`src/hw/rtl/rcte_pkg.sv`:
```
`timescale 1ns / 1ps
// Package for the CSR trap emulator: beat types, command format, CSR table.
// No dependencies; every other file but rcte_ram imports it.
package rcte_pkg;

    localparam int CSR_COUNT_DEF = 40;
    localparam int IDX_W         = 6;
    localparam int VENDOR_W      = 48;
    localparam int CMDQ_DEPTH    = 4;
    localparam int CMDQ_PW       = $clog2(CMDQ_DEPTH);

    localparam logic [VENDOR_W-1:0] VENDOR_RESET = 48'h637365353336;
    localparam logic [6:0]  OP_SYSTEM    = 7'h73;
    localparam logic [31:0] INSTR_ECALL  = 32'h0000_0073;
    localparam logic [11:0] IMM_SRET     = 12'h102;
    localparam logic [11:0] IMM_MRET     = 12'h302;
    localparam logic [11:0] CODE_VENDOR  = 12'hf11;
    localparam logic [11:0] CODE_PMPCFG0 = 12'h3a0;
    localparam logic [11:0] CODE_PMPADR0 = 12'h3b0;

    // Positions of the CSRs that traps and returns touch directly, and of the vendor id.
    localparam logic [IDX_W-1:0] IDX_SSTATUS = 6'd8;
    localparam logic [IDX_W-1:0] IDX_STVEC   = 6'd12;
    localparam logic [IDX_W-1:0] IDX_SEPC    = 6'd15;
    localparam logic [IDX_W-1:0] IDX_SCAUSE  = 6'd16;
    localparam logic [IDX_W-1:0] IDX_VENDOR  = 6'd20;
    localparam logic [IDX_W-1:0] IDX_MSTATUS = 6'd24;
    localparam logic [IDX_W-1:0] IDX_MEDELEG = 6'd26;
    localparam logic [IDX_W-1:0] IDX_MTVEC   = 6'd29;
    localparam logic [IDX_W-1:0] IDX_MEPC    = 6'd32;
    localparam logic [IDX_W-1:0] IDX_MCAUSE  = 6'd33;

    localparam logic [1:0] PRIV_U = 2'd0;
    localparam logic [1:0] PRIV_S = 2'd1;
    localparam logic [1:0] PRIV_M = 2'd3;

    typedef enum logic [2:0] {
        K_KILL, K_ECALL, K_SRET, K_MRET, K_CSR
    } t_kind;

    typedef enum logic [1:0] {
        CO_WRITE = 2'd1, CO_SET = 2'd2, CO_CLEAR = 2'd3
    } t_csr_op;

    typedef struct packed {
        logic        mode;
        logic [31:0] instruction;
        logic [63:0] pc;
        logic [63:0] rs1_value;
    } t_item;

    typedef struct packed {
        logic        killed;
        logic [63:0] next_pc;
        logic        rd_write;
        logic [4:0]  rd_index;
        logic [63:0] rd_value;
        logic [1:0]  privilege;
        logic        pmp_changed;
    } t_result;

    typedef struct packed {
        t_kind            kind;
        t_csr_op          op;
        logic             wr_en;
        logic             is_pmp;
        logic [1:0]       level;
        logic [IDX_W-1:0] idx;
        logic [4:0]       rd;
        logic [63:0]      operand;
        logic [63:0]      pc;
    } t_cmd;

    typedef struct packed {
        logic             hit;
        logic [IDX_W-1:0] idx;
    } t_lookup;

    function automatic t_lookup csr_lookup(input logic [11:0] code);
        t_lookup r;
        r.hit = 1'b1;
        case (code)
            12'h000: r.idx = 6'd0;
            12'h004: r.idx = 6'd1;
            12'h005: r.idx = 6'd2;
            12'h040: r.idx = 6'd3;
            12'h041: r.idx = 6'd4;
            12'h042: r.idx = 6'd5;
            12'h043: r.idx = 6'd6;
            12'h044: r.idx = 6'd7;
            12'h100: r.idx = 6'd8;
            12'h102: r.idx = 6'd9;
            12'h103: r.idx = 6'd10;
            12'h104: r.idx = 6'd11;
            12'h105: r.idx = 6'd12;
            12'h106: r.idx = 6'd13;
            12'h140: r.idx = 6'd14;
            12'h141: r.idx = 6'd15;
            12'h142: r.idx = 6'd16;
            12'h143: r.idx = 6'd17;
            12'h144: r.idx = 6'd18;
            12'h180: r.idx = 6'd19;
            12'hf11: r.idx = 6'd20;
            12'hf12: r.idx = 6'd21;
            12'hf13: r.idx = 6'd22;
            12'hf14: r.idx = 6'd23;
            12'h300: r.idx = 6'd24;
            12'h301: r.idx = 6'd25;
            12'h302: r.idx = 6'd26;
            12'h303: r.idx = 6'd27;
            12'h304: r.idx = 6'd28;
            12'h305: r.idx = 6'd29;
            12'h306: r.idx = 6'd30;
            12'h340: r.idx = 6'd31;
            12'h341: r.idx = 6'd32;
            12'h342: r.idx = 6'd33;
            12'h343: r.idx = 6'd34;
            12'h344: r.idx = 6'd35;
            12'h34a: r.idx = 6'd36;
            12'h34b: r.idx = 6'd37;
            12'h3a0: r.idx = 6'd38;
            12'h3b0: r.idx = 6'd39;
            default: begin
                r.hit = 1'b0;
                r.idx = '0;
            end
        endcase
        return r;
    endfunction

endpackage

```
`src/hw/rtl/rcte_front.sv`:
```
`timescale 1ns / 1ps
// Front end: decodes each trapped instruction into a command and queues it.
// Depends on rcte_pkg.
module rcte_front import rcte_pkg::*; (
    input  logic  i_clk,
    input  logic  i_rst_n,
    input  logic  i_push,
    input  t_item i_item,
    output logic  o_full,
    output logic  o_cmd_valid,
    output t_cmd  o_cmd,
    input  logic  i_cmd_pop
);
    t_cmd    dec;
    t_lookup lk;
    logic [6:0]  op;
    logic [4:0]  rd, rs1;
    logic [2:0]  f3;
    logic [11:0] imm;

    assign op  = i_item.instruction[6:0];
    assign rd  = i_item.instruction[11:7];
    assign f3  = i_item.instruction[14:12];
    assign rs1 = i_item.instruction[19:15];
    assign imm = i_item.instruction[31:20];
    assign lk  = csr_lookup(imm);

    always_comb begin
        dec         = '0;
        dec.kind    = K_KILL;
        dec.op      = t_csr_op'(f3[1:0]);
        dec.idx     = lk.idx;
        dec.rd      = rd;
        dec.pc      = i_item.pc;
        dec.level   = (imm == CODE_VENDOR) ? PRIV_U : imm[9:8];
        // Only the register forms of set and clear skip the write when rs1 is x0.
        dec.wr_en   = !(!f3[2] && (f3[1:0] == CO_SET || f3[1:0] == CO_CLEAR) &&
                        rs1 == 5'd0);
        dec.is_pmp  = dec.wr_en && (imm == CODE_PMPCFG0 || imm == CODE_PMPADR0);
        if (f3[2]) begin
            dec.operand = {59'd0, rs1};
        end else if (rs1 == 5'd0) begin
            dec.operand = '0;
        end else begin
            dec.operand = i_item.rs1_value;
        end
        if (!i_item.mode) begin
            dec.kind = (i_item.instruction == INSTR_ECALL) ? K_ECALL : K_KILL;
        end else if (op != OP_SYSTEM) begin
            dec.kind = K_KILL;
        end else if (f3 == 3'd0) begin
            if (rd != 5'd0 || rs1 != 5'd0) begin
                dec.kind = K_KILL;
            end else if (imm == IMM_SRET) begin
                dec.kind = K_SRET;
            end else if (imm == IMM_MRET) begin
                dec.kind = K_MRET;
            end else begin
                dec.kind = K_KILL;
            end
        end else if (f3 == 3'd4 || !lk.hit) begin
            dec.kind = K_KILL;
        end else begin
            dec.kind = K_CSR;
        end
    end

    t_cmd                r_q [CMDQ_DEPTH];
    logic [CMDQ_PW-1:0]  r_wp, r_rp;
    logic [CMDQ_PW:0]    r_cnt;
    logic                push_ok, pop_ok;

    assign o_full      = (r_cnt == (CMDQ_PW+1)'(CMDQ_DEPTH));
    assign o_cmd_valid = (r_cnt != '0);
    assign o_cmd       = r_q[r_rp];
    assign push_ok     = i_push && !o_full;
    assign pop_ok      = i_cmd_pop && o_cmd_valid;

    always_ff @(posedge i_clk) begin
        if (!i_rst_n) begin
            r_wp  <= '0;
            r_rp  <= '0;
            r_cnt <= '0;
        end else begin
            if (push_ok) begin
                r_wp <= r_wp + 1'b1;
            end
            if (pop_ok) begin
                r_rp <= r_rp + 1'b1;
            end
            r_cnt <= r_cnt + (CMDQ_PW+1)'(push_ok) - (CMDQ_PW+1)'(pop_ok);
        end
        if (push_ok) begin
            r_q[r_wp] <= dec;
        end
    end
endmodule

```
`config.mk`:
```
export PLATFORM = sky130hd
export DESIGN_NAME = rcte_front
export DESIGN_NICKNAME = d
export VERILOG_FILES = /design/src/hw/rtl/rcte_pkg.sv /design/src/hw/rtl/rcte_front.sv
export SDC_FILE = /design/constraint.sdc
export NUM_CORES = 1
export LEC_CHECK = 0
export ABC_AREA = 0
export BUFFER_PORTS_ARGS = -buffer_cell sky130_fd_sc_hd__buf_2
export CAP_MARGIN = 20
export CORE_MARGIN = 2
export CORE_UTILIZATION = 55
export DETAILED_ROUTE_END_ITERATION = 8
export GPL_ROUTABILITY_DRIVEN = 1
export MAX_ROUTING_LAYER = met4
export PLACE_DENSITY = 0.74
export SYNTH_ARGS = -nofsm -noshare
export SYNTH_HDL_FRONTEND = slang
export SYNTH_SLANG_ARGS = --single-unit
```
`constraint.sdc`:
```
create_clock -name i_clk -period 13.4 [get_ports i_clk]
set_input_delay 2.68 -clock i_clk [delete_from_list [all_inputs] [get_ports i_clk]]
set_output_delay 2.68 -clock i_clk [all_outputs]
set_load 0.01 [all_outputs]
```
==> results.sh <==
export IMPL_outcome="finished clean"
export IMPL_synth_seq_cells=601
export IMPL_endpoint_kind="output port"
export IMPL_hold_depth=2
export IMPL_layout_common_cells="edfxtp_1, buf_2, mux4_2, and2_1, clkbuf_16"
export IMPL_final_hold_viol_count=0
export IMPL_final_max_slew_viol_count=0
export IMPL_synth_top_family_by_area="multiplexers"
export IMPL_syn_to_final_growth_pct=17.3
export IMPL_cpLargestDelayFamily="buffers and inverters"
export IMPL_cts_setup_buffers=0
export IMPL_grt_pass1_vias=11686
export IMPL_drt_wl_total_um=44900
export IMPL_die_area_um2=43400
export IMPL_path_max_fanout=46
export IMPL_yosys_area_share_simple_pct=4.11
export IMPL_r2r_cells=4
export IMPL_antenna_found_initial=5
export IMPL_yosysWarnings=0
export IMPL_vias=11337
export IMPL_cts_tree="built"
export IMPL_clkTransAtPathRegs_ns=0.06
export IMPL_synth_compound_area_share_pct=1.33
export IMPL_nets=1538
export IMPL_cpPeakStageDelay_ns=0.87
export IMPL_async_flop_share_pct=0
export IMPL_postPlaceCellArea_um2=25100
export IMPL_worstReg2RegStart="r_cnt[1]"
export IMPL_seq_power_share_pct=47.4
export IMPL_synth_main_ff_cell="edfxtp_1"
export IMPL_seq_area_frac_synth_pct=78.2
export IMPL_worstSetupPathType="register to output port"
export IMPL_synth_distinct_cells=49
export IMPL_htreeDepth=2
export IMPL_worstMarginPinSlew_ns=1.13
export IMPL_synth_xor_area_share_pct=0.305
export IMPL_postCtsHoldBufs=0
export IMPL_drc_errors=0
export IMPL_max_cap_viol_count=0
export IMPL_cp_start_kind="register"
export IMPL_synthAdderAreaFrac_pct=0.414
export IMPL_avgSynthCellArea_um2=22.3
export IMPL_r2r_end="r_q[3][93]"
export IMPL_wl_per_cell_um=23.1
export IMPL_combPwrFrac_pct=21.6
export IMPL_p_leak_nw=9.09
export IMPL_drt_pass1_iter_count=7
export IMPL_syn_nets=1202
export IMPL_fmax_mhz=157
export IMPL_synth_edf_count=592
export IMPL_drt_iter0_markers=748
export IMPL_ir_drop_uv=118
export IMPL_numCtsBuffers=57
export IMPL_io_buffers=314
export IMPL_finalSetupViolCount=0
export IMPL_cts_sinks=601
export IMPL_power_density_nw_per_um2=185
export IMPL_muxShareOfSynthArea_pct=14.6
export IMPL_gp_congestion=0.875
export IMPL_rows=74
export IMPL_p_sw_mw=1.29
export IMPL_path_depth=4
export IMPL_rsz0062_at_grt="no"
export IMPL_crit_buf_inv=3
export IMPL_arrival_ns=3.67
export IMPL_die_h_um=208
export IMPL_crit_end="o_cmd[65]"
export IMPL_worst_endpoint_required_ns=10.72
export IMPL_clkPwrFrac_pct=30.9
export IMPL_cpMaxStageDelayCell="buf_4"
export IMPL_crit_chain="buf_4 -> buf_4 -> mux4_2 -> buf_2"
export IMPL_internal_power_mw=3.69
export IMPL_io_pins=315
export IMPL_syn_area_um2=23000
export IMPL_post_cts_resized=0
export IMPL_start_util_pct=56.0
export IMPL_hp_class="register to register"
export IMPL_setup_tns_ns=0
export IMPL_clock_tree_buffer_depth=3
export IMPL_post_route_cells_drive_above_1_share_pct=40.3
export IMPL_r2r_slack_ns=10.54
export IMPL_skew_ns=0.0154
export IMPL_clkLatencyLatePin_ns=0.60
export IMPL_grtUsageTotal_pct=21.5
export IMPL_vias_per_cell=5.82
export IMPL_grt_max_degree=72
export IMPL_grt_pass1_wl_um=68600
export IMPL_coreArea_um2=41000
export IMPL_cts_root_buf="clkbuf_16"
export IMPL_gr_total_overflow=0
export IMPL_stdcell_area_um2=27000
export IMPL_max_slew_margin_pct=25.0
export IMPL_ant_nets=0
export IMPL_crit_top_cell="buf_4"
export IMPL_die_width_um=208
export IMPL_switching_share_pct=25.9
export IMPL_min_period_ns=6.35
export IMPL_finalCritPeriodShare_pct=47.4
export IMPL_dpl_hpwl_um=27500
export IMPL_syn_inst=1030
export IMPL_final_common_cell="edfxtp_1"
## Yosys cell counts (all sizes together), types with 2 or more instances
library cell | count | area share [%]
and3 | 6 | 0.16
xnor2 | 7 | 0.27
nand2b | 3 | 0.082
o22ai | 3 | 0.082
mux4 | 148 | 15
nand3 | 9 | 0.20
buf | 23 | 0.47
or3b | 2 | 0.076
a21oi | 10 | 0.23
o211ai | 2 | 0.065
edfxtp | 592 | 77
dfxtp | 9 | 0.78
a22oi | 2 | 0.065
nor3b | 2 | 0.065
nand4 | 4 | 0.11
nor4 | 6 | 0.16
a22o | 5 | 0.19
a31oi | 4 | 0.11
nor2 | 15 | 0.25
nor2b | 6 | 0.16
o21ai | 7 | 0.15
inv | 10 | 0.16
a211o | 3 | 0.11
nand2 | 15 | 0.25
ha | 6 | 0.33
clkbuf | 28 | 0.46
nor3 | 10 | 0.22
nor4b | 2 | 0.14
nand4b | 2 | 0.076
and2 | 71 | 1.9
or3 | 3 | 0.082
## worst register-to-register path, delay by kind of cell (launching register included)
kind,cells,cell delay [ns]
buf+inv,1,0.85
flops,1,0.41
simple gates,3,1.06
## routing by layer
metal	vias up	track usage (%)	part of all wire (%)
li1	4978	-	-
met1	5859	29.0	41
met2	426	32.9	49
met3	74	5.90	8.1
met4	0	5.78	2.1
met5	-	-	0
## through the flow
stage               std cells  hold slack (ns)  setup WS (ns)  total power, mW  utilization, %
finish                   1948            0.566           7.05             4.98            65.7
CTS                      1942            0.571           6.88             5.05            65.7
detailed placement       1839            0.566           7.54             3.50            61.3
global route             1946            0.625           6.69             5.19            65.7
floorplan                1030            0.528           6.43             3.11               -
global placement         1839            0.558           7.54             3.49            61.3
## final cells by class
class                           count  area [um^2]
Antenna cell                        6         15.0
Clock buffer                       68         1510
Clock inverter                     35          300
Fill cell                        2705        14100
Inverter                           10         37.5
Multi-Input combinational cell    368         4780
Sequential cell                   601        18000
Tap cell                          532          666
Timing Repair Buffer              328         1680
## sequential cells by signal (all words and copies together) (netlist names), named ones only
name   count
r_cnt      3
r_rp       2
r_q      592
r_wp       2
## kinds of logic after synthesis
group,count (synthesis)
buf+inv,61
mux,149
fa+ha+maj,7
flops,601
compound gates,44
xor+xnor,8
simple gates,160
## worst min-delay path by stage
stage | from | endpoint | slack (ns)
2_1_floorplan | r_wp[1] | r_wp[1] | 0.53
3_3_place_gp | r_wp[1] | r_wp[1] | 0.56
3_5_place_dp | r_wp[1] | r_wp[1] | 0.57
4_1_cts | r_wp[1] | r_wp[1] | 0.57
5_1_grt | r_wp[1] | r_wp[1] | 0.63
6_report | r_wp[1] | r_wp[1] | 0.57
## power by group through the flow
stage               sequential, mW  clock [mW]  combinational, mW
floorplan                     2.39           0              0.716
global placement              2.39           0               1.09
detailed placement            2.40           0               1.10
CTS                           2.36        1.58               1.11
global route                  2.38        1.65               1.16
finish                        2.36        1.54               1.08
(Power assumes the default switching activity.)
